`src/sv/swrs_pkg.sv`:
```
// ----------------------------------------------------------------------------
// swrs_pkg: shared types and constants of the stack with reverse and search
// Holds the item layouts, the command and status codes and the control word
// that steers the row of storage cells.
// ----------------------------------------------------------------------------
package swrs_pkg;

  localparam int DEPTH_DEF = 16;
  localparam int WORD_W    = 32;
  localparam int CMD_W     = 3;
  localparam int CNT_OUT_W = 5;
  localparam int STATUS_W  = 2;
  localparam int OP_W      = 2;

  typedef logic signed [WORD_W-1:0] word_t;
  typedef logic [CMD_W-1:0]         cmd_t;
  typedef logic [STATUS_W-1:0]      status_t;
  typedef logic [OP_W-1:0]          op_t;

  // Command codes.
  localparam cmd_t CMD_PUSH     = 3'd0;
  localparam cmd_t CMD_POP      = 3'd1;
  localparam cmd_t CMD_SWAP     = 3'd2;
  localparam cmd_t CMD_REVERSE  = 3'd3;
  localparam cmd_t CMD_CONTAINS = 3'd4;
  localparam cmd_t CMD_CLEAR    = 3'd5;

  // Status codes.
  localparam status_t STAT_OK    = 2'd0;
  localparam status_t STAT_FULL  = 2'd1;
  localparam status_t STAT_EMPTY = 2'd2;

  // Cell operations: keep, take the word from the cell above (push side),
  // or take the word from the cell below (pop side).
  localparam op_t OP_HOLD = 2'd0;
  localparam op_t OP_DOWN = 2'd1;
  localparam op_t OP_UP   = 2'd2;

  typedef struct packed {
    op_t x_op;
    op_t y_op;
  } cell_ctl_t;

  typedef struct packed {
    cmd_t  cmd;
    word_t operand_value;
  } in_item_t;

  typedef struct packed {
    word_t                top_value;
    logic                 top_valid;
    logic                 found;
    logic [CNT_OUT_W-1:0] element_count;
    status_t              status;
  } out_item_t;

endpackage

```
`src/sv/swrs_cell.sv`:
```
// ----------------------------------------------------------------------------
// swrs_cell: one storage cell of the stack row
// Holds one word of each of the two chains and moves it to or from a neighbor.
// ----------------------------------------------------------------------------
module swrs_cell (
  input  logic                clk,
  input  swrs_pkg::cell_ctl_t ctl,
  input  swrs_pkg::word_t     x_prev,
  input  swrs_pkg::word_t     x_next,
  input  swrs_pkg::word_t     y_prev,
  input  swrs_pkg::word_t     y_next,
  output swrs_pkg::word_t     x_q,
  output swrs_pkg::word_t     y_q
);
  import swrs_pkg::*;

  word_t x_r;
  word_t x_nxt;
  word_t y_r;
  word_t y_nxt;

  function automatic word_t pick(op_t op, word_t cur, word_t prev, word_t next);
    word_t res;
    case (op)
      OP_DOWN: res = prev;
      OP_UP:   res = next;
      default: res = cur;
    endcase
    return res;
  endfunction

  always_comb begin
    x_nxt = pick(ctl.x_op, x_r, x_prev, x_next);
    y_nxt = pick(ctl.y_op, y_r, y_prev, y_next);
  end

  always_ff @(posedge clk) begin
    x_r <= x_nxt;
    y_r <= y_nxt;
  end

  assign x_q = x_r;
  assign y_q = y_r;

endmodule
```
`config.mk`:
```
export PLATFORM = sky130hd
export DESIGN_NAME = swrs_cell
export DESIGN_NICKNAME = d
export VERILOG_FILES = /design/src/sv/swrs_pkg.sv /design/src/sv/swrs_cell.sv
export SDC_FILE = /design/constraint.sdc
export NUM_CORES = 1
export LEC_CHECK = 0
export BUFFER_PORTS_ARGS = -buffer_cell sky130_fd_sc_hd__buf_2
export CAP_MARGIN = 20
export CORE_ASPECT_RATIO = 0.9
export CORE_UTILIZATION = 41
export DETAILED_ROUTE_END_ITERATION = 10
export GPL_TIMING_DRIVEN = 0
export PLACE_DENSITY = 0.89
export SYNTH_ARGS = -nofsm -noshare
export SYNTH_HDL_FRONTEND = slang
export SYNTH_SLANG_ARGS = --single-unit
export TNS_END_PERCENT = 100
```
`constraint.sdc`:
```
create_clock -name clk -period 3.8 [get_ports clk]
set_input_delay 0.19 -clock clk [delete_from_list [all_inputs] [get_ports clk]]
set_output_delay 0.19 -clock clk [all_outputs]
set_load 0.005 [all_outputs]
```
==> flow_metrics.tcl, run 1 <==
set metrics [dict create \
    synth-compound-area-share_pct 0 \
    area_growth_pct 43.9 \
    initial_core_util_pct 42.9 \
    clockBufferDepth 2 \
    drc_errors 0 \
    holdBufCountCts 0 \
    yosysTopAreaCell "edfxtp_1" \
    leakage_nw 2.08 \
    synth_top_family_by_area "multiplexers" \
    grt_max_degree 27 \
    cts_tree "built" \
    synth_edf_count 64 \
    p_sw_uw 421 \
    grt_setup_unrepaired "false" \
    crit_path_top_delay_cell "edfxtp_1" \
    synth-xor-area-share_pct 0 \
    period_minus_slack_ns 1.09 \
    fmax_mhz 914 \
    min_from "x_prev[14]" \
    seq_power_share_pct 50.4 \
    wl_um 6730 \
    yosysMostFrequentCell "edfxtp_1" \
    cp_data_required_time_ns 3.61 \
    critPathTopFamily "flip-flops" \
    dieArea_um2 7790 \
    synthMuxAreaShare_pct 31.0 \
    p_per_area_nw_per_um2 417 \
    status "finished, final reports clean" \
    async_flop_share_pct 0 \
    yosys-top-cells-count "edfxtp_1 (64), mux2_4 (60), buf_12 (6)" \
    final_max_slew_viol_count 0 \
    synth-simple-area-share_pct 0 \
    core_um2 7110 \
    drtAntennaViolNets 0 \
    dp_hpwl_um 5370 \
    drive_gt1_share_pct 80.1 \
    std_cell_rows 29 \
    p_comb_share_pct 19.1 \
    cts_made_buffers 9 \
    synth_cells 142 \
    cap_violations 0 \
    holdPathEnd "x_q[14]" \
    drt_pass1_iterations 3 \
    pin_count 197 \
    yosys_warnings 0 \
    ys_types 7 \
    min_path_cells 2 \
    p_int_mw 1.41 \
    cp_num_cells 1 \
    grt-ovfl-total 0 \
    synth_seq_cells 64 \
    cts_setup_buffers 0 \
    cp_data_arrival_time_ns 0.90 \
    synth_top_area_share_pct 63.0 \
    fin_setup_tns_ns 0 \
    portBuffers 196 \
    max_slew.worst_pin.slew_ns 0.376 \
    grt_pass1_wl_um 9890 \
    slew-limit-headroom_pct 74.9 \
    final_core_util_pct 61.7 \
    cts_resized 0 \
    n_antenna_cell 0 \
    finalNetCount 486 \
    antenna_found_initial 0 \
    die_y_um 83.8 \
    netlist_top_cells_area "edfxtp_1 (63%), mux2_4 (30%), buf_12 (3.9%)" \
    synth.yosys.seq_area_share_pct 63.0 \
    grt_usage_pct 17.1 \
    vdd_drop_max_mv 0.250 \
    clock_power_share_pct 30.5 \
    crit_path_start_kind "flip-flop" \
    cts_sinks 64 \
    syn_avg_cell_area_um2 21.5 \
    worst-path-buf-inv 1 \
    fin_cells 449 \
    grt_pass1_vias 2041 \
    h-tree-depth 3 \
    synthesis.area_um2 3050 \
    die_w_um 92.9 \
    path_clk_slew_ns 0.08 \
    crit_path_max_fanout 1 \
    drt_iter0_markers 43 \
    period_share_pct 28.8 \
    gp_congestion 0.724 \
    finalHoldViolCount 0 \
    synthFlopType "edfxtp_1" \
    worstSetupEndpointType "primary output" \
    cts-root-buf "clkbuf_8" \
    cp_cell_sequence "buf_2" \
    setup_viol_count_final 0 \
    wire_per_inst_um 15.0 \
    vias 2021 \
    fill_cells 566 \
    swShare_pct 23.0 \
    synth_nets 277 \
    placed_cells 433 \
    path_class "reg2out" \
    hold_class "in2reg" \
    vias_per_cell 4.50 \
    synthAdderAreaFrac_pct 0.820 \
    slowest_delay_ns 0.43 \
]
[worst max-delay path by stage]
stage | start | end
5_1_grt | ctl[2] | x_q[6]
2_1_floorplan | ctl[2] | x_q[0]
4_1_cts | y_q[1] | y_q[1]
3_5_place_dp | ctl[2] | x_q[7]
6_report | y_q[1] | y_q[1]
3_3_place_gp | ctl[0] | y_q[6]
[per-layer routing]
layer | share of wire, % | global-route usage (%)
met5 | 0 | 0
met4 | 1.7 | 6.57
met3 | 5.5 | 3.64
met2 | 54 | 31.1
met1 | 39 | 19.5
[cell families after synthesis]
| family | after synthesis |
|---|---|
| multiplexers | 64 |
| buffers and inverters | 12 |
| adder cells (fa/ha/maj) | 2 |
| flip-flops | 64 |
[cell usage in the layout, fill, tap and decap left out]
| master | count |
|---|---|
| clkbuf_8 | 9 |
| mux2_4 | 60 |
| mux2_2 | 4 |
| clkinv_2 | 3 |
| inv_1 | 4 |
| clkinvlp_4 | 2 |
| buf_6 | 2 |
| bufinv_16 | 1 |
| ha_1 | 2 |
| buf_2 | 196 |
| buf_12 | 6 |
| buf_16 | 2 |
| clkbuf_1 | 1 |
| edfxtp_1 | 64 |
[final cells by class]
| cell class | instances | area (µm²) | area share (%) |
|---|---|---|---|
| Sequential cell | 64 | 1920 | 43.8 |
| Timing Repair Buffer | 198 | 1040 | 23.6 |
| Multi-Input combinational cell | 66 | 971 | 22.1 |
| Buffer | 8 | 143 | 3.25 |
| Clock buffer | 10 | 128 | 2.91 |
| Tap cell | 93 | 116 | 2.65 |
| Clock inverter | 6 | 60.1 | 1.37 |
| Inverter | 4 | 15.0 | 0.342 |
[flip-flops by register name, indices dropped and copies added, names as in the netlist]
signal,count
y_q,32
x_q,32
[power by group through the flow]
stage	Combinational [mW]	Clock, mW	Sequential [mW]
floorplan	0.137	0	0.954
global placement	0.330	0	0.937
detailed placement	0.355	0	0.940
CTS	0.356	0.574	0.925
global route	0.376	0.599	0.931
finish	0.351	0.558	0.923
[stage by stage]
stage	hold WS, ns	setup WS, ns	power, mW	instance area, µm²
after floorplan	0.407	2.29	1.09	3050
after global placement	0.489	1.96	1.27	4150
after detailed placement	0.493	2.37	1.30	4200
after CTS	0.144	2.69	1.86	4390
after global routing	0.144	2.67	1.91	4390
final	0.158	2.71	1.83	4390
Note: power is estimated with default switching activity, not from simulation.
==> run 2: changes to the inputs <==
==> constraint.sdc (replaced) <==
create_clock -name clk -period 1.1 [get_ports clk]
set_input_delay 0.055 -clock clk [delete_from_list [all_inputs] [get_ports clk]]
set_output_delay 0.055 -clock clk [all_outputs]
set_load 0.005 [all_outputs]
==> run 2 against run 1 <==
  * Power rose to 3.5 times the previous value
  * Final area up 2.5%
  * First-iteration DRC count up 56%
  * Via count up 3.6%
  * Final cell count up 2.2%
  * Count of clock-buffer cells in the layout unchanged
  * Highest routed layer unchanged
  * Clock power rose to 3.4 times the previous value
  * Routed wire length up 8.0%
  * Critical path depth unchanged
  * Global-route usage up 1.5 points
  * Largest power group unchanged
==> flow_metrics.tcl, run 2 (synthesis results as in run 1) <==
set metrics [dict create \
    status "finished, final reports clean" \
    core_um2 7110 \
    cp_cell_sequence "buf_2" \
    grt_pass1_wl_um 10600 \
    grt_pass1_vias 2130 \
    finalHoldViolCount 0 \
    crit_path_top_delay_cell "edfxtp_1" \
    vias 2093 \
    max_slew.worst_pin.slew_ns 0.400 \
    hold_class "in2reg" \
    final_max_slew_viol_count 0 \
    drive_gt1_share_pct 79.5 \
    slew-limit-headroom_pct 73.3 \
    p_sw_mw 1.48 \
    initial_core_util_pct 42.9 \
    swShare_pct 23.3 \
    portBuffers 196 \
    crit_path_start_kind "flip-flop" \
    vdd_drop_max_mv 0.772 \
    worst-path-buf-inv 1 \
    cts-root-buf "clkbuf_8" \
    finalNetCount 496 \
    drt_pass1_iterations 3 \
    final_cell_mix "buf_2 (196), edfxtp_1 (64), mux2_4 (60)" \
    wl_um 7270 \
    total_power_mw 6.36 \
    fin_area_um2 4500 \
    period_minus_slack_ns 0.920 \
    cp_data_arrival_time_ns 0.86 \
    final_core_util_pct 63.2 \
    die_y_um 83.8 \
    regArea_um2 1920 \
    drt_iter0_markers 67 \
    grt_usage_pct 18.6 \
    clock_power_share_pct 30.2 \
    crit_path_max_fanout 1 \
    p_per_area_nw_per_um2 1410 \
    p_comb_share_pct 19.8 \
    vias_per_cell 4.56 \
    fill_cells 557 \
    antenna_found_initial 0 \
    grt-ovfl-total 0 \
    multi_input_area_um2 996 \
    drc_errors 0 \
    placed_area_um2 4200 \
    n_antenna_cell 0 \
    gp_congestion 0.740 \
    critPathTopFamily "flip-flops" \
    grt_setup_unrepaired "false" \
    std_cell_rows 29 \
    drtAntennaViolNets 0 \
    worstSetupEndpointType "primary output" \
    clockBufferDepth 2 \
    path_clk_slew_ns 0.07 \
    seq_power_share_pct 50.0 \
    setup_viol_count_final 0 \
    pin_count 197 \
    dieArea_um2 7790 \
    path_class "reg2out" \
    area_growth_pct 47.5 \
    period_share_pct 83.6 \
    cp_data_required_time_ns 1.04 \
    slowest_delay_ns 0.39 \
    cts_made_buffers 9 \
    p_int_mw 4.88 \
    wire_per_inst_um 15.8 \
    cts_tree "built" \
    die_w_um 92.9 \
    cts_sinks 64 \
    leakage_nw 2.09 \
    dp_hpwl_um 5460 \
    grt_max_degree 17 \
    final_common_cell "buf_2" \
    whs_ns 0.0188 \
    h-tree-depth 3 \
    fmax_mhz 1090 \
    cap_violations 0 \
]
run 2: changes by cell type in the layout (fill, tap and decap cells not counted), sizes merged:
cell,change
inv,-2
buf,-2
clkinvlp,+4
dlygate4sd3,+10
run 2: area by class of cell:
class                      instances  area share (%)
timing repair inverter             2           0.334
buffer                             8            3.17
clock inverter                     6            1.34
tap                               93            2.59
timing repair buffer             206            24.0
inverter                           4           0.834
multi-input combinational         66            22.1
sequential                        64            42.7
clock buffer                      10            2.84
run 2: metal layers:
| metal | vias to the layer above | share of wire [%] | GRT usage [%] |
|---|---|---|---|
| met5 | - | 0 | 0 |
| met1 | 998 | 38 | 20.2 |
| met2 | 93 | 55 | 33.0 |
| li1 | 990 | - | - |
| met3 | 12 | 4.9 | 6.65 |
| met4 | 0 | 1.9 | 6.99 |
run 2: per-stage QoR:
step | setup WS, ns | TNS (ns) | instances
final | 0.180 | 0 | 459
after global routing | 0.130 | 0 | 459
after CTS | 0.165 | 0 | 449
after detailed placement | -0.433 | -33.53 | 431
after global placement | -0.380 | -29.15 | 431
after floorplan | -0.0316 | -2.02 | 142
run 2: power by group through the flow:
stage          logic (mW)  registers, mW  clock network [mW]
2_1_floorplan       0.493           3.29                   0
3_5_place_dp         1.22           3.25                   0
6_report             1.26           3.19                1.92
3_3_place_gp         1.18           3.22                   0
5_1_grt              1.34           3.22                2.08
4_1_cts              1.24           3.19                1.97
run 2: timing repair:
action | 4_1_cts | 5_1_grt
hold buffers | 0 | 10
endpoints found under the hold margin | 0 | 8
gates resized for setup | 2 | 0
setup endpoints to repair | 64 | 0
setup buffers | 0 | 0
run 2: final timing paths:
path	start	end	slack [ns]	depth (start not counted)
setup / recovery	x_q[2]	x_q[2]	0.18	1
hold / removal	x_next[30]	x_q[30]	0.02	2
==> run 3: changes to the inputs <==
==> constraint.sdc (replaced) <==
create_clock -name clk -period 0.9 [get_ports clk]
set_input_delay 0.045 -clock clk [delete_from_list [all_inputs] [get_ports clk]]
set_output_delay 0.045 -clock clk [all_outputs]
set_load 0.005 [all_outputs]
==> run 3 against run 2 <==
  * The flow now finishes with violations (setup timing)
  * First-iteration DRC count fell by 3.0%
  * Routed wire length rose by 18%
  * Power rose by 26%
==> flow_metrics.tcl, run 3 (synthesis results as in run 1) <==
set metrics [dict create \
    initial_core_util_pct 42.9 \
    path_clk_slew_ns 0.07 \
    slew-limit-headroom_pct 74.8 \
    wire_per_inst_um 16.6 \
    dieArea_um2 7790 \
    pin_count 197 \
    fill_cells 493 \
    worstSetupEndpointType "primary output" \
    max_slew.worst_pin.slew_ns 0.378 \
    cap_violations 0 \
    gp_congestion 0.740 \
    worst-path-buf-inv 1 \
    leakage_nw 2.34 \
    crit_path_start_kind "flip-flop" \
    antenna_found_initial 0 \
    setup_viol_count_final 4 \
    hold_class "in2reg" \
    cp_data_required_time_ns 0.85 \
    grt_pass1_wl_um 11300 \
    crit_path_max_fanout 1 \
    final_cell_mix "buf_2 (196), dlygate4sd3_1 (67), edfxtp_1 (64)" \
    vias 2321 \
    cts_made_buffers 9 \
    cp_data_arrival_time_ns 0.86 \
    finalHoldViolCount 0 \
    drive_gt1_share_pct 68.9 \
    layout_setup_ws_ns -0.00630 \
    vias_per_cell 4.49 \
    drtAntennaViolNets 0 \
    finalNetCount 554 \
    slowest_delay_ns 0.38 \
    vdd_drop_max_mv 0.968 \
    fmax_mhz 1100 \
    cts_tree "built" \
    cts-root-buf "clkbuf_8" \
    drt_iter0_markers 65 \
    grt_usage_pct 19.8 \
    n_antenna_cell 0 \
    drc_errors 0 \
    h-tree-depth 3 \
    std_cell_rows 29 \
    core_um2 7110 \
    wl_um 8570 \
    grt_setup_unrepaired "true" \
    period_minus_slack_ns 0.906 \
    path_class "reg2out" \
    portBuffers 196 \
    crit_path_top_delay_cell "edfxtp_1" \
    final_max_slew_viol_count 0 \
    violations "setup timing" \
    placed_cells 431 \
    cts_sinks 64 \
    fin_cells 517 \
    die_w_um 92.9 \
    preCtsSetupSlack_ns -0.623 \
    critPathTopFamily "flip-flops" \
    grt-ovfl-total 0 \
    die_y_um 83.8 \
    area_growth_pct 66.8 \
    final_common_cell "buf_2" \
    drt_pass1_iterations 4 \
    grt_pass1_vias 2251 \
    dp_hpwl_um 5460 \
    status "finished with violations" \
    period_share_pct 101 \
    p_per_area_nw_per_um2 1580 \
    cp_cell_sequence "buf_2" \
    final_core_util_pct 71.6 \
    grt_max_degree 17 \
    clockBufferDepth 2 \
]
==> run 3: cell count changes in the layout (fill, tap and decap cells not counted), sizes merged <==
| cell | delta |
|---|---|
| buf | +1 |
| dlygate4sd3 | +57 |
==> run 3: per-stage QoR <==
stage               hold WS (ns)  instance area [µm²]  power [mW]  TNS [ns]
floorplan                  0.262                 3100        4.63    -20.46
global placement           0.346                 4200        5.38    -53.32
detailed placement         0.348                 4200        5.45    -57.74
CTS                    0.0000475                 4590        7.90    -0.223
global route            -0.00341                 5090        8.37     -1.59
finish                    0.0140                 5090        8.03   -0.0181
==> run 3: what timing repair did <==
action / in CTS / in global routing
hold endpoints to repair: 13 / 34
buffers inserted: 0 / 1
gates cloned: 2 / 0
endpoints found under the setup margin: 84 / 77
hold buffers: 19 / 48
resized for setup: 2 / 0
==> run 3: layout make-up <==
class                           instances  area [µm²]  area share [%]
Sequential cell                        64        1920            37.8
Timing Repair Buffer                  264        1670            32.8
Multi-Input combinational cell         66         996            19.6
Buffer                                  8         143            2.80
Clock buffer                           10         128            2.51
Tap cell                               93         116            2.29
Clock inverter                          6        60.1            1.18
Inverter                                4        37.5           0.738
Timing Repair inverter                  2        15.0           0.295
==> run 3: per-layer routing <==
layer	GRT usage (%)	vias to the layer above	routed length, µm
li1	-	1105	-
met1	21.1	1095	3200
met2	36.3	101	4710
met3	6.38	20	436
met4	7.13	0	215
met5	0	-	0
==> run 3: worst paths after layout <==
check | slack [ns] | from | cells past startpoint | to
setup / recovery | -0.006 | y_q[8] | 1 | y_q[8]
hold / removal | 0.01 | y_prev[26] | 2 | y_q[26]
==> run 3: where the power goes <==
part	switching, mW	internal [mW]
Clock	1.10	1.26
Combinational	0.689	1.09
Sequential	0.103	3.79
